$ cat config.mk
export PLATFORM = sky130hd
export DESIGN_NAME = shannon_entropy_accumulator
export DESIGN_NICKNAME = d
export VERILOG_FILES = /design/src/rtl/sea_pkg.sv /design/src/rtl/shannon_entropy_accumulator.sv /design/src/rtl/sea_front.sv /design/src/rtl/sea_queue.sv /design/src/rtl/sea_back.sv
export VERILOG_INCLUDE_DIRS = /design/src /design/src/rtl
export SDC_FILE = /design/constraint.sdc
export NUM_CORES = 1
export LEC_CHECK = 0
export BUFFER_PORTS_ARGS = -buffer_cell sky130_fd_sc_hd__buf_2
export CORE_UTILIZATION = 35
export DETAILED_ROUTE_END_ITERATION = 10
export GPL_TIMING_DRIVEN = 0
export HOLD_SLACK_MARGIN = 0.08
export MAX_ROUTING_LAYER = met4
export PLACE_DENSITY = 0.53
export SLEW_MARGIN = 40
export SYNTH_ARGS = -nofsm -noshare
export SYNTH_HDL_FRONTEND = slang
export SYNTH_SLANG_ARGS = --single-unit
$ cat constraint.sdc
create_clock -name clk -period 21.1 [get_ports clk]
set_input_delay 3.165 -clock clk [delete_from_list [all_inputs] [get_ports clk]]
set_output_delay 3.165 -clock clk [all_outputs]
set_load 0.1 [all_outputs]
$ cat src/rtl/shannon_entropy_accumulator_macros.svh
// assertion macros for the entropy accumulator
`ifndef SHANNON_ENTROPY_ACCUMULATOR_MACROS_SVH
`define SHANNON_ENTROPY_ACCUMULATOR_MACROS_SVH

`ifndef SYNTHESIS

// same-cycle implication
`define SEA_ASSERT_IMP(label, clk, rst, ante, cons) \
  label: assert property (@(posedge clk) disable iff (rst) (ante) |-> (cons)) \
    else $error("sea assertion failed");

// next-cycle implication
`define SEA_ASSERT_NXT(label, clk, rst, ante, cons) \
  label: assert property (@(posedge clk) disable iff (rst) (ante) |=> (cons)) \
    else $error("sea assertion failed");

`else

`define SEA_ASSERT_IMP(label, clk, rst, ante, cons)
`define SEA_ASSERT_NXT(label, clk, rst, ante, cons)

`endif

`endif

$ cat src/rtl/sea_pkg.sv
package sea_pkg;

  localparam int PROB_FRAC_BITS   = 16;
  localparam int LOG_TABLE_BITS   = 8;
  localparam int ENTROPY_INT_BITS = 8;

  localparam int PROB_W     = PROB_FRAC_BITS + 1;
  localparam int TBL_SIZE   = 1 << LOG_TABLE_BITS;
  localparam int LOG_FRAC   = 16;
  localparam int ENT_W      = ENTROPY_INT_BITS + LOG_FRAC;
  localparam int SUM_W      = ENT_W + 1;
  localparam int EXP_W      = $clog2(PROB_FRAC_BITS + 1);
  localparam int NEGLOG_W   = EXP_W + LOG_FRAC;
  localparam int PROD_W     = PROB_FRAC_BITS + NEGLOG_W;
  localparam int NORM_W     = PROB_FRAC_BITS + LOG_TABLE_BITS;
  localparam int LOG_EXTRA  = 24;

  localparam int QUEUE_DEPTH = 4;
  localparam int QPTR_W      = $clog2(QUEUE_DEPTH);
  localparam int QCNT_W      = $clog2(QUEUE_DEPTH + 1);

  typedef struct packed {
    logic [PROB_W-1:0] probability;
    logic              last_entry;
  } sea_in_t;

  typedef struct packed {
    logic [ENT_W-1:0] entropy;
    logic             saturated;
  } sea_out_t;

  // classified word handed from front to back
  typedef struct packed {
    logic [PROB_FRAC_BITS-1:0] prob;
    logic [EXP_W-1:0]          int_part;
    logic [LOG_TABLE_BITS-1:0] idx;
    logic                      last;
  } sea_work_t;

  typedef struct packed {
    logic full;
    logic empty;
  } sea_q_stat_t;

  typedef logic [LOG_FRAC-1:0] sea_log_tbl_t [TBL_SIZE];

  // round(log2(1 + k/2^LOG_TABLE_BITS) * 2^16) by repeated squaring
  function automatic logic [LOG_FRAC-1:0] log_entry(int unsigned k);
    logic [63:0]          x;
    logic [127:0]         sq;
    logic [LOG_EXTRA-1:0] r;
    logic [LOG_EXTRA:0]   rr;
    x = (64'd1 << 62) + (64'(k) << (62 - LOG_TABLE_BITS));
    r = '0;
    for (int i = 0; i < LOG_EXTRA; i++) begin
      sq = 128'(x) * 128'(x);
      x  = sq[125:62];
      r  = {r[LOG_EXTRA-2:0], 1'b0};
      if (x[63]) begin
        r[0] = 1'b1;
        x    = x >> 1;
      end
    end
    rr = ((LOG_EXTRA+1)'(r) + ((LOG_EXTRA+1)'(1) << (LOG_EXTRA - 17))) >> (LOG_EXTRA - 16);
    if (rr > (LOG_EXTRA+1)'(16'hFFFF)) begin
      rr = (LOG_EXTRA+1)'(16'hFFFF);
    end
    return rr[LOG_FRAC-1:0];
  endfunction

  function automatic sea_log_tbl_t build_log_table();
    sea_log_tbl_t t;
    for (int k = 0; k < TBL_SIZE; k++) begin
      t[k] = log_entry(k);
    end
    return t;
  endfunction

  localparam sea_log_tbl_t LOG_TABLE = build_log_table();

endpackage

$ cat src/rtl/shannon_entropy_accumulator.sv
// channel   direction  handshake         word
// item      in         push / full       probability (Q1.16), last_entry
// result    out        pop / empty       entropy (Q8.16), saturated
//
// one probability word is taken per cycle unless full; the term path is lookup,
// multiply, add; a result passes the queue, s1, s2 and output registers in turn
// synchronous reset clears the queue, pipeline valids and the running sum
// while a result waits unpopped the back end holds; the four-word queue keeps
// taking input words until it fills
`include "shannon_entropy_accumulator_macros.svh"

module shannon_entropy_accumulator import sea_pkg::*; (
  input  logic     clk,
  input  logic     rst,
  input  logic     push,
  output logic     full,
  input  sea_in_t  item,
  input  logic     pop,
  output logic     empty,
  output sea_out_t result
);

  sea_work_t   work_in;
  sea_work_t   work_out;
  sea_q_stat_t q_stat;
  logic        q_wr;
  logic        q_pop;

  sea_front u_front (
    .push   (push),
    .item   (item),
    .q_full (q_stat.full),
    .full   (full),
    .wr     (q_wr),
    .work   (work_in)
  );

  sea_queue u_queue (
    .clk     (clk),
    .rst     (rst),
    .wr      (q_wr),
    .wr_data (work_in),
    .rd      (q_pop),
    .rd_data (work_out),
    .stat    (q_stat)
  );

  sea_back u_back (
    .clk    (clk),
    .rst    (rst),
    .work   (work_out),
    .q_stat (q_stat),
    .q_pop  (q_pop),
    .pop    (pop),
    .empty  (empty),
    .result (result)
  );

  `SEA_ASSERT_IMP(a_sat_all_ones, clk, rst, !empty && result.saturated, result.entropy == '1)
  `SEA_ASSERT_IMP(a_hold_no_pop, clk, rst, !empty && !pop, !q_pop)
  `SEA_ASSERT_IMP(a_queue_sane, clk, rst, q_stat.full, !q_stat.empty)
  `SEA_ASSERT_NXT(a_push_fills, clk, rst, push && !full && !q_pop, !q_stat.empty)

endmodule

$ cat src/rtl/sea_front.sv
module sea_front import sea_pkg::*; (
  input  logic      push,
  input  sea_in_t   item,
  input  logic      q_full,
  output logic      full,
  output logic      wr,
  output sea_work_t work
);

  logic [PROB_FRAC_BITS-1:0] frac;
  logic                      active;
  logic [EXP_W-1:0]          lead;
  logic [NORM_W-1:0]         norm;

  assign frac   = item.probability[PROB_FRAC_BITS-1:0];
  // zero and anything at or above one add nothing
  assign active = (frac != '0) && !item.probability[PROB_FRAC_BITS];

  always_comb begin
    lead = '0;
    for (int i = 0; i < PROB_FRAC_BITS; i++) begin
      if (frac[i]) begin
        lead = EXP_W'(i);
      end
    end
  end

  // leading one moves to the top, table index sits just below it
  assign norm = {frac, {LOG_TABLE_BITS{1'b0}}}
                << (EXP_W'(PROB_FRAC_BITS - 1) - lead);

  always_comb begin
    work.prob     = active ? frac : '0;
    work.int_part = EXP_W'(PROB_FRAC_BITS) - lead;
    work.idx      = norm[NORM_W-2 -: LOG_TABLE_BITS];
    work.last     = item.last_entry;
  end

  assign full = q_full;
  assign wr   = push && !q_full;

endmodule

$ cat src/rtl/sea_queue.sv
module sea_queue import sea_pkg::*; (
  input  logic        clk,
  input  logic        rst,
  input  logic        wr,
  input  sea_work_t   wr_data,
  input  logic        rd,
  output sea_work_t   rd_data,
  output sea_q_stat_t stat
);

  sea_work_t         slots [QUEUE_DEPTH];
  logic [QPTR_W-1:0] wr_ptr;
  logic [QPTR_W-1:0] rd_ptr;
  logic [QCNT_W-1:0] count;
  logic              do_wr;
  logic              do_rd;

  assign stat.full  = (count == QCNT_W'(QUEUE_DEPTH));
  assign stat.empty = (count == '0);
  assign do_wr      = wr && !stat.full;
  assign do_rd      = rd && !stat.empty;
  assign rd_data    = slots[rd_ptr];

  always_ff @(posedge clk) begin
    if (rst) begin
      wr_ptr <= '0;
      rd_ptr <= '0;
      count  <= '0;
    end else begin
      if (do_wr) begin
        wr_ptr <= wr_ptr + QPTR_W'(1);
      end
      if (do_rd) begin
        rd_ptr <= rd_ptr + QPTR_W'(1);
      end
      case ({do_wr, do_rd})
        2'b10:   count <= count + QCNT_W'(1);
        2'b01:   count <= count - QCNT_W'(1);
        default: count <= count;
      endcase
    end
  end

  always_ff @(posedge clk) begin
    if (do_wr) begin
      slots[wr_ptr] <= wr_data;
    end
  end

endmodule

$ cat src/rtl/sea_back.sv
module sea_back import sea_pkg::*; (
  input  logic        clk,
  input  logic        rst,
  input  sea_work_t   work,
  input  sea_q_stat_t q_stat,
  output logic        q_pop,
  input  logic        pop,
  output logic        empty,
  output sea_out_t    result
);

  localparam logic [SUM_W:0] SUM_CAP = {{(SUM_W - ENT_W){1'b0}}, 1'b1, {ENT_W{1'b0}}};
  localparam logic [SUM_W:0] OUT_MAX = {{(SUM_W + 1 - ENT_W){1'b0}}, {ENT_W{1'b1}}};

  logic                      adv;
  logic                      v1;
  logic [PROB_FRAC_BITS-1:0] s1_prob;
  logic [NEGLOG_W-1:0]       s1_neglog;
  logic                      s1_last;
  logic                      v2;
  logic [NEGLOG_W-1:0]       s2_term;
  logic                      s2_last;
  logic [SUM_W-1:0]          sum;
  logic                      out_valid;
  sea_out_t                  out_data;

  logic [NEGLOG_W-1:0]       neglog;
  logic [PROD_W-1:0]         prod;
  logic [SUM_W:0]            sum_raw;
  logic [SUM_W:0]            sum_sat;
  sea_out_t                  res_next;

  // whole back end holds while a result waits unpopped
  assign adv   = !out_valid || pop;
  assign q_pop = adv && !q_stat.empty;

  assign neglog = {work.int_part, {LOG_FRAC{1'b0}}}
                  - NEGLOG_W'(LOG_TABLE[work.idx]);
  assign prod   = PROD_W'(s1_prob) * PROD_W'(s1_neglog);

  always_comb begin
    sum_raw = (SUM_W+1)'(sum) + (SUM_W+1)'(s2_term);
    sum_sat = (sum_raw > SUM_CAP) ? SUM_CAP : sum_raw;
    if (sum_sat > OUT_MAX) begin
      res_next.entropy   = '1;
      res_next.saturated = 1'b1;
    end else begin
      res_next.entropy   = sum_sat[ENT_W-1:0];
      res_next.saturated = 1'b0;
    end
  end

  always_ff @(posedge clk) begin
    if (rst) begin
      v1        <= 1'b0;
      v2        <= 1'b0;
      sum       <= '0;
      out_valid <= 1'b0;
    end else if (adv) begin
      v1        <= !q_stat.empty;
      v2        <= v1;
      out_valid <= v2 && s2_last;
      if (v2) begin
        sum <= s2_last ? '0 : sum_sat[SUM_W-1:0];
      end
    end
  end

  always_ff @(posedge clk) begin
    if (adv) begin
      s1_prob   <= work.prob;
      s1_neglog <= neglog;
      s1_last   <= work.last;
      s2_term   <= prod[PROD_W-1 -: NEGLOG_W];
      s2_last   <= s1_last;
      if (v2 && s2_last) begin
        out_data <= res_next;
      end
    end
  end

  assign empty  = !out_valid;
  assign result = out_data;

endmodule

# Word level (Yosys, flattened, before mapping)
# Memories as Yosys holds them, arrays and structs flattened. A register that Yosys moved wholly into a read port is not among the register bits.
# Index checks and enable logic that the tools add are counted.
[word_totals] mem_bits_rw=120 output_inout_bits=27 regBits=120 n_memories=2 rom_bits=4096 input_bits=22
[op_classes] n_eq_ne=3 shift=1 addsub=8 mux=26 reduce_logical=16 mul=1 bitwise_logic=1 n_lt_le_gt_ge=3
[memory_table] name="(no name shown)" words=256 word_bits=16 rd=1 rd_clocked_by_memory_dff=0 wr=0 line="sea_back.sv:38" source="- NEGLOG_W'(LOG_TABLE[work.idx]);"
[memory_table] name="u_queue.slots" words=4 word_bits=30 rd=1 rd_clocked_by_memory_dff=1 wr=1 line="sea_queue.sv:11" source="sea_work_t slots [QUEUE_DEPTH];"
[op_table] operator="16-bit two-way mux" n=3
[op_table] operator="16-bit by 21-bit multiplier with 37-bit output" n=1
[op_table] operator="4-bit two-way mux" n=8
[op_table] operator="25-bit by 21-bit adder with 26-bit output" n=1
[op_table] operator="26-bit by 24-bit greater-than comparator with 1-bit output, second input constant" n=1
[op_table] operator="26-bit by 25-bit greater-than comparator with 1-bit output, second input constant" n=1
[op_table] operator="26-bit two-way mux" n=1
[op_table] operator="25-bit two-way mux" n=1
[op_table] operator="24-bit by 5-bit left shift with 23-bit output" n=1
[op_table] operator="21-bit by 16-bit subtractor with 21-bit output" n=1
[op_table] operator="16-bit nonzero test" n=1
[op_table] operator="3-bit two-way mux" n=4
[op_table] operator="9-bit greater-or-equal comparator, second input constant" n=1
[op_table] operator="8-bit NOT with 9-bit output" n=1
[op_table] operator="2-bit two-way mux" n=4
[op_table] operator="1-bit logical AND" n=6
[op_table] operator="3-bit case mux with 2 select lines" n=1
[op_table] operator="4-bit by 4-bit subtractor with 5-bit output, first input constant" n=1
[op_table] operator="5-bit by 4-bit subtractor with 5-bit output, first input constant" n=1
[op_table] operator="2-bit by 1-bit adder with 2-bit output, second input constant" n=2
[op_table] operator="1-bit zero test" n=4
[op_table] operator="1-bit two-way mux" n=4
[op_table] operator="2-bit AND reduction" n=2
[op_table] operator="3-bit by 1-bit adder with 3-bit output, second input constant" n=1
[op_table] operator="7 further kinds" n=7

# Logic depth before layout (Yosys ltp)
# Gate-level depths: netlist (run 1).
[depth] ltp_word=17 mapped_depth=26

# Hierarchy
# From an unflattened synthesis (run 1), not the netlist that was laid out.
[hier_totals] hier_cells=2681 hier_area_um2=26085.0
[by_module_without_submodules] mod="sea_back" seq_area_each_um2=3113.0 area_per_inst_um2=20218.1 instances=1 cells_each=2312
[by_module_without_submodules] mod="sea_queue" seq_area_each_um2=3783.6 area_per_inst_um2=4808.4 instances=1 cells_each=210
[by_module_without_submodules] mod="sea_front" seq_area_each_um2=0.0 area_per_inst_um2=1058.5 instances=1 cells_each=159

# Least setup slack after synthesis (run 1)
# OpenSTA, ideal clock, no wires.
[synth_path] kind="input-to-reg" from="in pop" to="reg u_queue.count[2]" path_buffers=1 stages=10 setup_slack_ns=14.314 setup_ns=0.070 arrival_ns=6.715 cell_sequence="nand2b_1 > clkbuf_1 > inv_1 > nor2_1 > ha_1 > inv_1 > fa_1 > xor2_1 > or3_1 > a21oi_1"
[synth_between] elab_chain_len=5 word_cells_on_any_way=7 classes_between="eq/ne (2); mux (1); reduce/logical (4)"
[synth_rtl] element="from (decl)" line="shannon_entropy_accumulator.sv:18" source="input logic pop,"
[synth_rtl] element="1-bit logical OR *" line="sea_back.sv:34" source="assign adv = !out_valid || pop;"
[synth_rtl] element="1-bit logical AND *" line="sea_back.sv:35" source="assign q_pop = adv && !q_stat.empty;"
[synth_rtl] element="1-bit logical AND *" line="sea_queue.sv:21" source="assign do_rd = rd && !stat.empty;"
[synth_rtl] element="net u_queue.do_rd" line="sea_queue.sv:16" source="logic do_rd;"
[synth_rtl] element="2-bit by 1-bit equality test with 1-bit output or 2-bit equality test (tied branches)" line="sea_queue.sv:36" source="case ({do_wr, do_rd})"
[synth_rtl] element="3-bit case mux with 2 select lines or 2-bit nonzero test (tied branches)"
[synth_rtl] element="to (signal assigned)" line="sea_queue.sv:37" source="2'b10: count <= count + QCNT_W'(1);"
[synth_rtl] element="to (signal assigned)" line="sea_queue.sv:38" source="2'b01: count <= count - QCNT_W'(1);"
[synth_rtl] element="to (signal assigned)" line="sea_queue.sv:39" source="default: count <= count;"
[synth_rtl] element="to (decl)" line="sea_queue.sv:14" source="logic [QCNT_W-1:0] count;"
# Mark *: on every way through the listed nets, which the timed path passes. The rest lies on a longest branch.
# A chain may end at the register's enable or synchronous reset.

==> results of run 1 <==
-- layout make-up --
class,instances,area [um^2]
plain buffers,173,847
inverters,362,1360
clock inverters,12,139
diodes,1,2.50
fillers,7390,44800
well taps,959,1200
clock buffers,35,694
flip-flops and latches,242,6900
repair buffers,48,258
multi-input cells,1880,16800
-- layer usage --
layer / vias to the layer above / part of all wire / routed length [um] / GRT usage
met3: 213 / 0.070 / 7140 / 0.0447
met2: 895 / 0.44 / 44800 / 0.418
met4: 0 / 0.038 / 3890 / 0.0945
li1: 9176 / - / - / -
met5: - / 0 / 0 / -
met1: 11016 / 0.45 / 46300 / 0.387
-- state kept, by name, indices dropped and copies added, names as in the netlist, 2 cells and up, named ones only --
signal / flops
u_back.result: 25
u_back.s1_neglog: 21
u_back.s1_prob: 16
u_back.s2_term: 21
u_back.sum: 25
u_queue.count: 3
u_queue.rd_ptr: 2
u_queue.slots: 120
u_queue.wr_ptr: 2
-- final timing paths --
path,endpoint,slack [ps]
setup reg to reg,u_back.s1_neglog[18]$_DFFE_PN_,13140
hold reg to reg,u_back.s2_last$_DFFE_PN_,420
setup / recovery,u_back.s1_neglog[18]$_DFFE_PN_,13140
hold / removal,u_back.s2_last$_DFFE_PN_,420
-- through the flow --
stage	worst slack [ps]	instance area (um^2)	util
4_1_cts	13110	28200	0.386
3_5_place_dp	13180	27300	0.375
3_3_place_gp	12580	27200	0.373
6_report	13140	28200	0.386
2_1_floorplan	14310	25800	-
5_1_grt	12860	28200	0.386
-- cells by family after synthesis --
group	synth area share
xor gates and xnor gates	0.0254
and+or+nand+nor	0.152
buffers and inverters	0.0841
muxes	0.0487
DFF	0.267
adders and majority gates	0.290
AOI/OAI and AO/OA	0.132
-- Yosys cell counts (all sizes together), types with 7 or more instances --
cell type	count	area, um^2
a211o	13	114
mux2i	45	450
or2	24	150
a311oi	10	87.6
o21a	10	75.1
mux4	29	657
fa	268	5370
nor2b	25	156
a22o	15	131
a22oi	10	80.1
buf	54	364
nor3	42	220
nand3	41	205
edfxtp	205	6160
and2	170	1060
mux2	13	150
ha	170	2130
a2111oi	13	120
dfxtp	37	741
a211oi	20	150
a21o	31	233
o22ai	15	93.8
o31ai	14	105
nand2b	31	194
a221oi	17	149
or3	9	56.3
o211ai	36	275
clkbuf	119	447
o21ai	75	375
xnor2	38	333
o21bai	12	90.1
a31oi	16	100
a21oi	91	459
nor2	100	378
a32oi	8	77.6
and3	12	75.1
o2111ai	7	61.3
nand4	12	75.1
nand2	310	1170
nor4	7	58.8
o221ai	10	87.6
xor2	37	324
inv	362	1360
-- worst register-to-register path: stages (launching register included) --
cell and delay [ps]:
dfxtp_1 460, buf_6 230, mux4_2 580, clkbuf_1 410, buf_2 450, inv_1 620
ha_1 390, clkbuf_1 500, inv_1 500, ha_1 380, clkbuf_2 360, nor3_1 560
nor4_1 150, a2111oi_0 510, a211oi_2 280, or3_1 410, a21oi_2 270, nand3_1 360
nand2_1 210, xnor2_1 80
==> impl_metrics.env, run 1 <==
export IMPL_crit_type="flip-flop to flip-flop"
export IMPL_arrival_ps=8280
export IMPL_postRouteAntennaNets=0
export IMPL_vias=21300
export IMPL_drc=0
export IMPL_antenna_found_initial=2
export IMPL_grt_first_pass_wirelength_mm=149
export IMPL_required_ps=21420
export IMPL_cts_path_max_buffers=3
export IMPL_slowest_delay_ps=620
export IMPL_cts_tree="yes"
export IMPL_die_area_um2=74900
export IMPL_drt_iter0_drc=2053
export IMPL_cp_cell_sequence="buf_6 > mux4_2 > clkbuf_1 > buf_2 > inv_1 > ha_1 > clkbuf_1 > inv_1 > ha_1 > clkbuf_2 > nor3_1 > nor4_1 > a2111oi_0 > a211oi_2 > or3_1 > a21oi_2 > nand3_1 > nand2_1 > xnor2_1"
export IMPL_grt_usage=0.281
export IMPL_routed_wl_mm=102
export IMPL_cap_violations=0
export IMPL_initial_core_util=0.354
export IMPL_min_from="u_back.s1_last$_DFFE_PN_"
export IMPL_io_pins=49
export IMPL_tightestPinTransition_ps=961
export IMPL_hold_viol_final=0
export IMPL_setup_worst_path_start_class="flip-flop"
export IMPL_numCtsBuffers=26
export IMPL_synth_edf_count=205
export IMPL_ys_seq_elements=242
export IMPL_status="completed"
export IMPL_clk_pin_slew_ps=60
export IMPL_grt_overflow_total=0
export IMPL_slew_violations=0
export IMPL_syn_area_um2=25800
export IMPL_rsz0062_at_grt="false"
export IMPL_area_growth_syn_to_layout_pct=9.15
export IMPL_port_buffers=46
export IMPL_fin_worst_hold_slack_ps=423
export IMPL_cp_end_kind="flip-flop"
export IMPL_hold_path_cell_count=0
export IMPL_hold_buffers=0
export IMPL_slew_headroom=0.359
export IMPL_layout_commonest_cell="inv_1"
export IMPL_synth_distinct_cells=92
export IMPL_period_needed_ps=7960
export IMPL_cts_root_buf="clkbuf_16"
export IMPL_rows=99
export IMPL_fmax_mhz=126
export IMPL_synthFlopType="edfxtp_1"
export IMPL_fin_crit_sh=0.377
export IMPL_syn_avg_cell_area_um2=9.72
export IMPL_gp_congestion=1.03
export IMPL_grt_max_degree=38
export IMPL_synth_async_reset_ratio=0
export IMPL_die_w_um=274
export IMPL_final_cells=3712
export IMPL_crit_cells=19
export IMPL_wire_per_inst_um=27.5
export IMPL_syn_nets=3117
export IMPL_seq_area_frac_synth=0.267
export IMPL_layout_common_cells="inv_1 (360), nand2_1 (308), fa_1 (268)"
export IMPL_die_h_um=274
export IMPL_path_max_fanout=15
export IMPL_place_hpwl_mm=78.7
export IMPL_dp_cells=3663
export IMPL_avgViaCountPerCell=5.74
export IMPL_postCtsResizedCells=0
export IMPL_setup_viol=0
export IMPL_drive_above_1_share=0.0901
export IMPL_crit_buf_inv=7
export IMPL_reg2reg_depth=19
export IMPL_insertion_delay_ps=570
export IMPL_finClkSkew_ps=17.9
export IMPL_crit_slowest_cell="inv_1"
export IMPL_tns_ps=0
export IMPL_core_um2=73000
export IMPL_dr_pass1_iters=6
export IMPL_syn_inst=2657
export IMPL_hold_class="flip-flop to flip-flop"
export IMPL_fin_nets=3193
export IMPL_cts_max_level=1
export IMPL_grt_pass1_vias=21516
export IMPL_post_cts_setup_buffer_count=0
export IMPL_cts_sinks=242
export IMPL_path_delay_family="buffers and inverters"
export IMPL_yosys_warnings=0
Power of run 1 is left out: the tool's default activity adds up to more than one toggle a clock period on the data nets, which glitch-free logic cannot reach.
==> inputs of run 2 (changes only) <==
Settings changed: ABC_AREA set to 1, PLACE_DENSITY 0.53 to 0.52.
Clock period 21.1 ns to 8.02 ns, I/O delays scaled along.
==> run 2 against run 1 <==
  * Wire length down 1.9%
  * Critical endpoint is now u_back.s2_term[20]$_DFFE_PN_
  * Largest cell class unchanged
  * Design area up 5.4%
  * Synthesized cell count up 35%
  * Critical path depth up 3
  * Worst hold slack better by 9.2 ps
  * Synthesized area up 4.6%
  * Fmax up 9.2%
  * Sequential share of layout area down 1.3 points
  * Register-to-register slack worse by 12000 ps
  * Clock skew up 1.5 ps
==> impl_metrics.env, run 2 <==
export IMPL_yosys_warnings=0
export IMPL_crit_buf_inv=7
export IMPL_seq_area_frac_synth=0.255
export IMPL_vias=24104
export IMPL_dr_pass1_iters=6
export IMPL_diodes=0
export IMPL_tns_ps=0
export IMPL_grt_first_pass_wirelength_mm=150
export IMPL_port_buffers=47
export IMPL_period_needed_ps=7290
export IMPL_syn_inst=3581
export IMPL_cts_max_level=1
export IMPL_synth_adder_area_share=0.277
export IMPL_fmax_mhz=137
export IMPL_synth_common_cells="nand2_1 (1067), inv_1 (653), fa_1 (268), nand3_1 (238), nor2_1 (226)"
export IMPL_io_pins=49
export IMPL_synth_edf_count=205
export IMPL_postRouteAntennaNets=0
export IMPL_initial_core_util=0.354
export IMPL_slew_violations=0
export IMPL_status="completed"
export IMPL_syn_avg_cell_area_um2=7.54
export IMPL_hold_buffers=0
export IMPL_grt_met2_usage=0.407
export IMPL_die_h_um=280
export IMPL_finClkSkew_ps=19.4
export IMPL_arrival_ps=7600
export IMPL_synth_simple_area_share=0.250
export IMPL_min_to="u_back.s2_last$_DFFE_PN_"
export IMPL_min_from="u_back.s1_last$_DFFE_PN_"
export IMPL_drt_iter0_drc=2190
export IMPL_core_um2=76200
export IMPL_required_ps=8320
export IMPL_numCtsBuffers=27
export IMPL_post_cts_setup_buffer_count=0
export IMPL_routed_wl_mm=100
export IMPL_cts_tree="yes"
export IMPL_cp_cell_sequence="clkbuf_1 > clkbuf_1 > nand2_1 > fa_1 > inv_1 > fa_1 > inv_1 > fa_1 > inv_1 > fa_1 > fa_1 > inv_1 > fa_1 > inv_1 > ha_1 > a21oi_1 > o21ai_0 > a21oi_1 > o31ai_1 > nand2_1 > nand2_1 > xor2_1"
export IMPL_slew_headroom=0.412
export IMPL_synth_top_area_frac=0.228
export IMPL_rows=101
export IMPL_gr_usage_met3=0.0374
export IMPL_synthMuxAreaShare=0
export IMPL_cap_violations=0
export IMPL_crit_start="u_back.s1_neglog[14]$_DFFE_PN_"
export IMPL_largest_register_ffs=120
export IMPL_syn_nets=4041
export IMPL_yosys_top_cells_area="edfxtp_1 (23%), fa_1 (20%), nand2_1 (15%)"
export IMPL_reg2reg_depth=22
export IMPL_synth_distinct_cells=49
export IMPL_fin_nets=4127
export IMPL_grt_overflow_total=0
export IMPL_grt_usage=0.263
export IMPL_gp_congestion=1.02
export IMPL_ys_seq_elements=242
export IMPL_insertion_delay_ps=580
export IMPL_crit_slowest_cell="clkbuf_1"
export IMPL_r2r_start="u_back.s1_neglog[14]$_DFFE_PN_"
export IMPL_r2r_end="u_back.s2_term[20]$_DFFE_PN_"
export IMPL_grt_util_met1=0.351
export IMPL_die_area_um2=78300
export IMPL_area_growth_syn_to_layout_pct=9.96
export IMPL_grt_max_degree=39
export IMPL_fin_crit_sh=0.909
export IMPL_place_hpwl_mm=77.9
export IMPL_die_w_um=280
export IMPL_drc=0
export IMPL_r2r_slack_ps=730
export IMPL_antenna_found_initial=2
export IMPL_synth_most_common_cell="nand2_1"
export IMPL_synthFlopType="edfxtp_1"
export IMPL_grt_pass1_vias=23745
export IMPL_crit_path_frequent_cell="fa_1"
export IMPL_drive_above_1_share=0.0616
export IMPL_clk_pin_slew_ps=60
export IMPL_cts_sinks=242
export IMPL_rsz0062_at_grt="false"
export IMPL_layout_commonest_cell="nand2_1"
export IMPL_synth_xor_area_frac=0.0159
export IMPL_hold_viol_final=0
export IMPL_setup_viol=0
export IMPL_n_fill_cell=8085
export IMPL_regMostFlops="u_queue.slots"
export IMPL_path_delay_family="adder cells"
export IMPL_synth_largest_area_cell="edfxtp_1"
export IMPL_tightestPinTransition_ps=882
export IMPL_hold_class="flip-flop to flip-flop"
export IMPL_synth_async_reset_ratio=0
export IMPL_path_max_fanout=10
export IMPL_hold_path_cell_count=0
export IMPL_cts_root_buf="clkbuf_16"
export IMPL_syn_area_um2=27000
export IMPL_layout_common_cells="nand2_1 (1066), inv_1 (652), fa_1 (268)"
export IMPL_postCtsResizedCells=0
export IMPL_synth_top_family_by_area="adder cells"
export IMPL_slowest_delay_ps=690
export IMPL_setup_worst_path_start_class="flip-flop"
export IMPL_avgViaCountPerCell=5.11
export IMPL_cts_path_max_buffers=3
export IMPL_crit_type="flip-flop to flip-flop"
export IMPL_synth_compound_area_frac=0.0804
export IMPL_cp_end_kind="flip-flop"
export IMPL_top_usage_layer="met2"
export IMPL_wire_per_inst_um=21.2
run 2: cell families (layout without fill, tap and decap cells):
| kind of cell | count (synthesis) | after routing |
|---|---|---|
| buffers and inverters | 823 | 930 |
| flip-flops | 242 | 242 |
| AND/OR/NAND/NOR | 1630 | 1630 |
| XOR/XNOR | 49 | 49 |
| AO/OA/AOI/OAI | 399 | 399 |
| adder cells (fa/ha/maj) | 438 | 438 |
run 2: worst max path at each step:
stage / slack [ps] / cells past startpoint / end
2_1_floorplan: 2360 / 21 / u_back.s2_term[12]$_DFFE_PN_
5_1_grt: 410 / 20 / u_back.s2_term[13]$_DFFE_PN_
6_report: 730 / 22 / u_back.s2_term[20]$_DFFE_PN_
3_5_place_dp: 750 / 22 / u_back.s2_term[20]$_DFFE_PN_
4_1_cts: 730 / 22 / u_back.s2_term[20]$_DFFE_PN_
3_3_place_gp: 450 / 22 / u_back.s2_term[14]$_DFFE_PN_
run 2: stage by stage:
stage	util	hold WS [ps]	instance area, um^2	worst slack, ps	cells
3_5_place_dp	0.378	419	28800	746	4668
3_3_place_gp	0.374	408	28500	453	4658
4_1_cts	0.390	433	29700	730	4718
6_report	0.390	433	29700	728	4718
5_1_grt	0.390	454	29700	407	4718
2_1_floorplan	-	400	27000	2360	3581
run 2: final cells by class:
cell class / count / area [um^2] / share of cell area
multi-input cells: 2516 / 16900 / 0.568
flip-flops and latches: 242 / 6900 / 0.232
inverters: 664 / 2500 / 0.0841
well taps: 1030 / 1290 / 0.0434
plain buffers: 159 / 785 / 0.0264
clock buffers: 35 / 706 / 0.0238
repair buffers: 57 / 428 / 0.0144
clock inverters: 15 / 220 / 0.00741
run 2: metal layers:
layer	share of wire	up-vias	wire [um]
met4	0.038	0	3800
met3	0.074	182	7410
li1	-	11339	-
met2	0.45	930	45100
met1	0.44	11653	43800
met5	0	-	0
run 2: worst reg2reg max path, cell delays in order, from the launching register on:
cell and delay (ps):
edfxtp_1 320, clkbuf_1 470, clkbuf_1 690, nand2_1 190, fa_1 580, inv_1 60, fa_1 530, inv_1 50
fa_1 490, inv_1 60, fa_1 490, fa_1 520, inv_1 50, fa_1 480, inv_1 50, ha_1 410
a21oi_1 230, o21ai_0 110, a21oi_1 600, o31ai_1 310, nand2_1 130, nand2_1 80, xor2_1 140
Power of run 2 is left out for the same reason.
